$ cat src/design/assert_macros.svh
// assertion macros used by the circular queue top level
`ifndef ASSERT_MACROS_SVH
`define ASSERT_MACROS_SVH

// property must hold at every clock edge outside reset
`define CQ_ASSERT(lbl, clk, rst_n, prop, msg) \
    lbl: assert property (@(posedge clk) disable iff (!rst_n) (prop)) else $error(msg);

// condition must never be seen outside reset
`define CQ_ASSERT_NEVER(lbl, clk, rst_n, cond, msg) \
    lbl: assert property (@(posedge clk) disable iff (!rst_n) !(cond)) else $error(msg);

`endif

$ cat src/design/cq_pkg.sv
// shared types and constants of the circular queue
package cq_pkg;

    localparam int DEPTH_DEF = 16;
    localparam int DATA_W    = 32;
    localparam int CAP_W     = 5;
    localparam logic [CAP_W-1:0] CAP_RESET = 5'd16;

    typedef enum logic [1:0] {
        KIND_ENQ   = 2'd0,
        KIND_DEQ   = 2'd1,
        KIND_QUERY = 2'd2,
        KIND_BAD   = 2'd3
    } t_kind;

    typedef enum logic {
        ST_IDLE = 1'b0,
        ST_DATA = 1'b1
    } t_state;

    typedef struct packed {
        logic ok;
        logic is_empty;
        logic is_full;
    } t_step_flags;

endpackage

$ cat src/design/cq_ram.sv
// generic ram: one write port, two registered read ports
module cq_ram #(
    parameter  int WIDTH = 32,
    parameter  int DEPTH = 16,
    localparam int AW    = (DEPTH > 1) ? $clog2(DEPTH) : 1
) (
    input  logic                 i_clk,
    input  logic                 i_we,
    input  logic [AW-1:0]        i_waddr,
    input  logic [WIDTH-1:0]     i_wdata,
    input  logic                 i_re,
    input  logic [AW-1:0]        i_raddr_a,
    input  logic [AW-1:0]        i_raddr_b,
    output logic [WIDTH-1:0]     o_rdata_a,
    output logic [WIDTH-1:0]     o_rdata_b
);
    logic [WIDTH-1:0] r_mem [DEPTH];
    logic [WIDTH-1:0] r_rdata_a;
    logic [WIDTH-1:0] r_rdata_b;

    always_ff @(posedge i_clk) begin
        if (i_we) begin
            r_mem[i_waddr] <= i_wdata;
        end
        if (i_re) begin
            r_rdata_a <= r_mem[i_raddr_a];
            r_rdata_b <= r_mem[i_raddr_b];
        end
    end

    assign o_rdata_a = r_rdata_a;
    assign o_rdata_b = r_rdata_b;
endmodule

$ cat src/design/cq_ptr.sv
// head, tail, occupancy and capacity registers of the circular queue
module cq_ptr
    import cq_pkg::*;
#(
    parameter  int DEPTH = DEPTH_DEF,
    localparam int AW    = (DEPTH > 1) ? $clog2(DEPTH) : 1
) (
    input  logic              i_clk,
    input  logic              i_rst_n,
    input  logic              i_cfg_wr,
    input  logic [CAP_W-1:0]  i_cfg_data,
    input  logic              i_step,
    input  logic [1:0]        i_kind,
    output logic              o_we,
    output logic [AW-1:0]     o_waddr,
    output logic [AW-1:0]     o_rd_head,
    output logic [AW-1:0]     o_rd_rear,
    output t_step_flags       o_flags
);
    localparam int OW = $clog2(DEPTH + 1);

    logic [CAP_W-1:0] r_capacity;
    logic [AW-1:0]    r_head, n_head;
    logic [AW-1:0]    r_tail, n_tail;
    logic [OW-1:0]    r_occ, n_occ;
    logic [OW-1:0]    cap;
    logic             ok;

    function automatic logic [AW-1:0] advance(input logic [AW-1:0] p,
                                              input logic [OW-1:0] c);
        logic [OW-1:0] inc;
        inc = OW'(p) + OW'(1);
        return (inc >= c) ? '0 : AW'(inc);
    endfunction

    // capacity in effect, clamped to 1..DEPTH
    always_comb begin
        if (r_capacity == '0) begin
            cap = OW'(1);
        end else if (32'(r_capacity) > 32'(DEPTH)) begin
            cap = OW'(DEPTH);
        end else begin
            cap = OW'(r_capacity);
        end
    end

    always_comb begin
        n_head = r_head;
        n_tail = r_tail;
        n_occ  = r_occ;
        ok     = 1'b1;
        o_we   = 1'b0;
        case (t_kind'(i_kind))
            KIND_ENQ: begin
                if (r_occ >= cap) begin
                    ok = 1'b0;
                end else begin
                    o_we   = i_step;
                    n_tail = advance(r_tail, cap);
                    n_occ  = r_occ + OW'(1);
                end
            end
            KIND_DEQ: begin
                if (r_occ == '0) begin
                    ok = 1'b0;
                end else begin
                    n_head = advance(r_head, cap);
                    n_occ  = r_occ - OW'(1);
                end
            end
            KIND_QUERY: ok = 1'b1;
            default:    ok = 1'b0;
        endcase
    end

    assign o_waddr          = r_tail;
    assign o_rd_head        = n_head;
    assign o_rd_rear        = (n_tail == '0) ? AW'(cap - OW'(1)) : (n_tail - AW'(1));
    assign o_flags.ok       = ok;
    assign o_flags.is_empty = (n_occ == '0);
    assign o_flags.is_full  = (n_occ == cap);

    always_ff @(posedge i_clk) begin
        if (!i_rst_n) begin
            r_capacity <= CAP_RESET;
            r_head     <= '0;
            r_tail     <= '0;
            r_occ      <= '0;
        end else if (i_cfg_wr) begin
            r_capacity <= i_cfg_data;
            r_head     <= '0;
            r_tail     <= '0;
            r_occ      <= '0;
        end else if (i_step) begin
            r_head <= n_head;
            r_tail <= n_tail;
            r_occ  <= n_occ;
        end
    end
endmodule

$ cat src/design/circular_queue.sv
// top level of the circular queue: control, entry store and result register
// Ring-buffer fifo of signed 32-bit words, DEPTH entries built, of which the
// capacity register selects how many are in use (0 acts as 1, values above
// DEPTH act as DEPTH); any capacity write also empties the queue. Each input
// word is an enqueue, a dequeue or a query and gives exactly one result word
// with the success flag, the oldest and newest entries after the step (all
// ones when empty) and the empty and full flags. An item goes as follows: in
// the accept cycle the pointers update, the entry store is written and both
// read ports are addressed at the new head and rear; in the data state, once
// the output register is free, the registered read data of the store moves
// into the output register. The output register parts the two sides, so a
// new word is taken while a result still waits on a stalled output. The
// capacity port is ready whenever no item is in flight.
`include "assert_macros.svh"

module circular_queue
    import cq_pkg::*;
#(
    parameter int DEPTH = DEPTH_DEF
) (
    input  logic                     i_clk,
    input  logic                     i_rst_n,
    // capacity write channel
    input  logic                     i_cfg_valid,
    output logic                     o_cfg_ready,
    input  logic [CAP_W-1:0]         i_cfg_capacity,
    // input words
    input  logic                     i_in_valid,
    output logic                     o_in_stall,
    input  logic [1:0]               i_kind,
    input  logic signed [DATA_W-1:0] i_value,
    // result words
    output logic                     o_out_valid,
    input  logic                     i_out_stall,
    output logic                     o_ok,
    output logic signed [DATA_W-1:0] o_front_value,
    output logic signed [DATA_W-1:0] o_rear_value,
    output logic                     o_is_empty,
    output logic                     o_is_full
);
    localparam int AW = (DEPTH > 1) ? $clog2(DEPTH) : 1;

    t_state           r_state, n_state;
    logic             accept;
    logic             cfg_wr;
    logic             load;

    // pointer unit outputs
    logic             we;
    logic [AW-1:0]    waddr;
    logic [AW-1:0]    rd_head;
    logic [AW-1:0]    rd_rear;
    t_step_flags      flags;

    // entry store read data
    logic [DATA_W-1:0] rdata_front;
    logic [DATA_W-1:0] rdata_rear;

    // step context held across the read latency
    t_step_flags       r_flags;
    logic              r_fwd_front;
    logic              r_fwd_rear;
    logic [DATA_W-1:0] r_wdata;

    // output register
    logic              r_out_valid;
    logic              r_ok;
    logic [DATA_W-1:0] r_front;
    logic [DATA_W-1:0] r_rear;
    logic              r_empty;
    logic              r_full;
    logic [DATA_W-1:0] front_sel;
    logic [DATA_W-1:0] rear_sel;

    // a capacity write takes priority over an input word in the same cycle
    assign o_cfg_ready = (r_state == ST_IDLE);
    assign cfg_wr      = i_cfg_valid && o_cfg_ready;
    assign o_in_stall  = (r_state != ST_IDLE) || i_cfg_valid;
    assign accept      = i_in_valid && !o_in_stall;

    // result register frees when empty or when its word is taken
    assign load = (r_state == ST_DATA) && (!r_out_valid || !i_out_stall);

    cq_ptr #(
        .DEPTH (DEPTH)
    ) u_ptr (
        .i_clk      (i_clk),
        .i_rst_n    (i_rst_n),
        .i_cfg_wr   (cfg_wr),
        .i_cfg_data (i_cfg_capacity),
        .i_step     (accept),
        .i_kind     (i_kind),
        .o_we       (we),
        .o_waddr    (waddr),
        .o_rd_head  (rd_head),
        .o_rd_rear  (rd_rear),
        .o_flags    (flags)
    );

    cq_ram #(
        .WIDTH (DATA_W),
        .DEPTH (DEPTH)
    ) u_store (
        .i_clk     (i_clk),
        .i_we      (we),
        .i_waddr   (waddr),
        .i_wdata   (i_value),
        .i_re      (accept),
        .i_raddr_a (rd_head),
        .i_raddr_b (rd_rear),
        .o_rdata_a (rdata_front),
        .o_rdata_b (rdata_rear)
    );

    // state register
    always_ff @(posedge i_clk) begin
        if (!i_rst_n) begin
            r_state <= ST_IDLE;
        end else begin
            r_state <= n_state;
        end
    end

    // next state
    always_comb begin
        n_state = r_state;
        case (r_state)
            ST_IDLE: begin
                if (accept) n_state = ST_DATA;
            end
            ST_DATA: begin
                if (load) n_state = ST_IDLE;
            end
            default: n_state = ST_IDLE;
        endcase
    end

    // the read in the write cycle sees old data, so a read of the entry
    // being written takes the incoming word instead
    always_ff @(posedge i_clk) begin
        if (accept) begin
            r_flags     <= flags;
            r_fwd_front <= we && (waddr == rd_head);
            r_fwd_rear  <= we && (waddr == rd_rear);
            r_wdata     <= i_value;
        end
    end

    // empty queue reports all ones for both ends
    assign front_sel = r_flags.is_empty ? '1 : (r_fwd_front ? r_wdata : rdata_front);
    assign rear_sel  = r_flags.is_empty ? '1 : (r_fwd_rear  ? r_wdata : rdata_rear);

    // output register valid
    always_ff @(posedge i_clk) begin
        if (!i_rst_n) begin
            r_out_valid <= 1'b0;
        end else if (load) begin
            r_out_valid <= 1'b1;
        end else if (!i_out_stall) begin
            r_out_valid <= 1'b0;
        end
    end

    // output register payload
    always_ff @(posedge i_clk) begin
        if (load) begin
            r_ok    <= r_flags.ok;
            r_front <= front_sel;
            r_rear  <= rear_sel;
            r_empty <= r_flags.is_empty;
            r_full  <= r_flags.is_full;
        end
    end

    assign o_out_valid   = r_out_valid;
    assign o_ok          = r_ok;
    assign o_front_value = r_front;
    assign o_rear_value  = r_rear;
    assign o_is_empty    = r_empty;
    assign o_is_full     = r_full;

    // an accepted word always moves on to the read-data cycle
    `CQ_ASSERT(a_accept_to_data, i_clk, i_rst_n, accept |=> (r_state == ST_DATA), "accept did not reach data state")
    // a new result appears only out of the read-data cycle
    `CQ_ASSERT(a_result_source, i_clk, i_rst_n, $rose(o_out_valid) |-> $past(r_state == ST_DATA), "result without a step")
    // an empty result carries all ones at both ends
    `CQ_ASSERT(a_empty_ends, i_clk, i_rst_n, (o_out_valid && o_is_empty) |-> ((o_front_value == '1) && (o_rear_value == '1)), "empty result with data")
endmodule

$ cat config.mk
export PLATFORM = sky130hd
export DESIGN_NAME = circular_queue
export DESIGN_NICKNAME = d
export VERILOG_FILES = /design/src/design/cq_pkg.sv /design/src/design/cq_ram.sv /design/src/design/cq_ptr.sv /design/src/design/circular_queue.sv
export VERILOG_INCLUDE_DIRS = /design/src /design/src/design
export SDC_FILE = /design/constraint.sdc
export NUM_CORES = 1
export LEC_CHECK = 0
export BUFFER_PORTS_ARGS = -buffer_cell sky130_fd_sc_hd__buf_2
export CAP_MARGIN = 15
export CORE_MARGIN = 1
export CORE_UTILIZATION = 31
export CTS_CLUSTER_DIAMETER = 100
export DETAILED_ROUTE_END_ITERATION = 10
export PLACE_DENSITY = 0.5
export SETUP_SLACK_MARGIN = 0.02
export SLEW_MARGIN = 10
export SYNTH_ARGS = -nofsm -noshare
export SYNTH_HDL_FRONTEND = slang
export SYNTH_SLANG_ARGS = --single-unit
$ cat constraint.sdc
create_clock -name i_clk -period 5.7 [get_ports i_clk]
set_input_delay 0.57 -clock i_clk [delete_from_list [all_inputs] [get_ports i_clk]]
set_output_delay 0.57 -clock i_clk [all_outputs]
set_load 0.005 [all_outputs]
==> reports/qor.yml <==
status: "finished, final reports clean"
design.portCount: 114
vias: 19919
final_cell_mix: "edfxtp_1, nand2_1, nand3_1"
fmax_mhz: 202
finalNonFillerCells: 3746
pre_cts_ws_ps: 760
die-area_um2: 104000
wl_met3_um: 6520
nFillCells: 9639
antenna_found_initial: 3
cts_sinks: 700
layout_commonest_cell: "edfxtp_1"
postRouteAntennaNets: 0
drv_cap: 0
via_per_inst: 5.32
powerDensity_nw_per_um2: 333
dp_cells: 3603
worst_slack_ps: 739
rsz0062_at_grt: "false"
grt_max_degree: 91
grt_pass1_vias: 20218
critPathMaxFanout: 44
slew_viol_final: 0
hold_path_end: "u_ptr.r_capacity[4]$_SDFFE_PN1P_"
finalCritPeriodShare: 0.870
hold_path_depth: 2
start_kind: "flip-flop"
cp_top_family: "adder cells"
cts_resized: 0
fin_area_um2: 37100
drt_iter0_markers: 1831
clock_latency_ps: 630
endpoint_kind: "flip-flop"
r2r_start: "u_ptr.o_waddr[0]$_SDFFE_PP0P_"
cts_tree: "done"
coreArea_um2: 102000
fp.dieW_um: 323
top_layer_used: "met5"
crit_arrival_ps: 5320
final_nets: 2381
critPathKind: "reg -> reg"
peakVddDrop_mv: 0.187
wl_per_cell_um: 24.5
critPathBufInv: 2
finalSetupTns_ps: 0
r2r_setup_slack_ps: 740
path_clk_slew_ps: 60
place_area_um2: 34500
die_y_um: 323
syn_avg_cell_area_um2: 14.4
max_stage_delay_ps: 600
ys_warn_count: 0
met2WireLength_um: 45000
start_util: 0.313
numPortBuffers: 113
root_buffer: "clkbuf_16"
dr.pass1.iters: 6
leakagePower_uw: 0.0130
tightest_slew_ps: 1070
cts_setup_buffers: 0
skew_ps: 24.3
cts_hold_repair.buffers: 0
worst-r2r-cell-count: 14
synth_cell_type_count: 58
crit_required_ps: 6060
grt_pass1_wl_um: 135000
detailed_place_hpwl_um: 50700
ys_seq_area_frac: 0.653
cts-htree-levels: 3
post-route-min-period_ps: 4960
grt_usage: 0.176
async_flop_share: 0
hp-class: "in -> reg"
hold_violations: 0
worstReg2RegEnd: "u_store.o_rdata_b[16]$_DFFE_PP_"
min_from: "i_rst_n"
drc: 0
synthToLayoutAreaGrowth_pct: 16.2
ys.flop_type: "edfxtp_1"
cts_buffers: 79
row_count: 117
grt_overflow: 0
synth_edf_count: 680
slew_headroom: 0.284
clock_tree.buffer_depth: 3
ys_ff_latch: 700
synthesis.instances: 2217
drive_gt1_frac: 0.206
slowest_stage: "dfxtp_1"
synth_nets: 2282
wirelength_um: 91700
met1_length_um: 38100
path_cells: "ha_1 -> xor2_1 -> ha_1 -> a21oi_1 -> o21ai_1 -> maj3_2 -> a21oi_2 -> buf_4 -> a21oi_1 -> o22a_1 -> ha_4 -> buf_12 -> mux4_2 -> mux4_2"
gp_congestion: 0.825
setup-violations-final: 0
syn_area_um2: 31900
[worst max-delay path by stage]
stage	from	end	slack, ps	depth (start not counted)
after detailed placement	u_ptr.o_waddr[0]$_SDFFE_PP0P_	u_store.o_rdata_b[20]$_DFFE_PP_	760	14
final	u_ptr.o_waddr[0]$_SDFFE_PP0P_	u_store.o_rdata_b[16]$_DFFE_PP_	740	14
after global routing	u_ptr.o_waddr[1]$_SDFFE_PP0P_	u_store.o_rdata_b[16]$_DFFE_PP_	440	14
after floorplan	u_ptr.r_capacity[4]$_SDFFE_PN1P_	u_store.r_mem[0][0]$_DFFE_PP_	710	10
after CTS	u_ptr.o_waddr[0]$_SDFFE_PP0P_	u_store.o_rdata_b[16]$_DFFE_PP_	720	14
after global placement	u_ptr.o_waddr[0]$_SDFFE_PP0P_	u_store.o_rdata_b[20]$_DFFE_PP_	770	14
[worst reg2reg max path, stage by stage, from the launching register on]
cell     delay [ps]
dfxtp_1         600
ha_1            400
xor2_1          270
ha_1            290
a21oi_1         170
o21ai_1          90
maj3_2          300
a21oi_2         230
buf_4           210
a21oi_1          80
o22a_1          250
ha_4            570
buf_12          370
mux4_2          390
mux4_2          480
[flip-flops by register name, summed over array words and instances, names as in the netlist, 5 cells and up]
name,cells
o_front_value,32
o_rear_value,32
r_wdata,32
u_ptr.r_capacity,5
u_ptr.r_occ,5
u_store.o_rdata_a,32
u_store.o_rdata_b,32
u_store.r_mem,512
[layout make-up]
cell class	count	area, µm²	share of cell area
Timing Repair Buffer	178	1330	0.0359
Antenna cell	1	2.50	0.0000675
Inverter	13	51.3	0.00138
Sequential cell	700	20800	0.562
Clock inverter	51	549	0.0148
Tap cell	1368	1710	0.0462
Multi-Input combinational cell	1344	10600	0.285
Clock buffer	91	2020	0.0546
[Yosys cell counts, types with 21 or more instances]
library cell  count  area share
edfxtp_1        680        0.64
nand2_1         483       0.057
nand3_1         203       0.032
mux4_2          160        0.11
clkbuf_1        110       0.013
mux2i_1         101       0.032
nor2b_1          76       0.015
a211o_1          64       0.018
nor2_1           47      0.0055
a32oi_1          33      0.0091
o221ai_1         32      0.0088
buf_2            23      0.0036
ha_1             21      0.0082
[routing by layer]
metal  vias up  track usage
li1       8755            -
met1     10190        0.231
met4         4       0.0490
met3       165       0.0318
met2       805        0.298
met5         -            0
[cells by family after synthesis]
kind of cell,count (synthesis),synth area share
buffers and inverters,173,0.0228
adder cells (fa/ha/maj),23,0.00890
AND/OR/NAND/NOR,841,0.115
flip-flops,700,0.653
XOR/XNOR,16,0.00439
multiplexers,262,0.145
AO/OA/AOI/OAI,202,0.0510
[where the power goes]
part / switching, µW / internal [µW] / leakage (µW)
Combinational: 791 / 675 / 0.00548
Clock: 2110 / 2970 / 0.00125
Sequential: 37.2 / 5770 / 0.00631
Total: 2930 / 9420 / 0.0130
[stage by stage]
stage | utilization | power (µW) | hold WS, ps
6_report | 0.364 | 12400 | 211
2_1_floorplan | - | 6930 | 400
5_1_grt | 0.364 | 12800 | 205
3_5_place_dp | 0.338 | 7400 | 411
3_3_place_gp | 0.338 | 7370 | 407
4_1_cts | 0.364 | 12500 | 170
No activity file was read; power rests on OpenSTA's default activity.
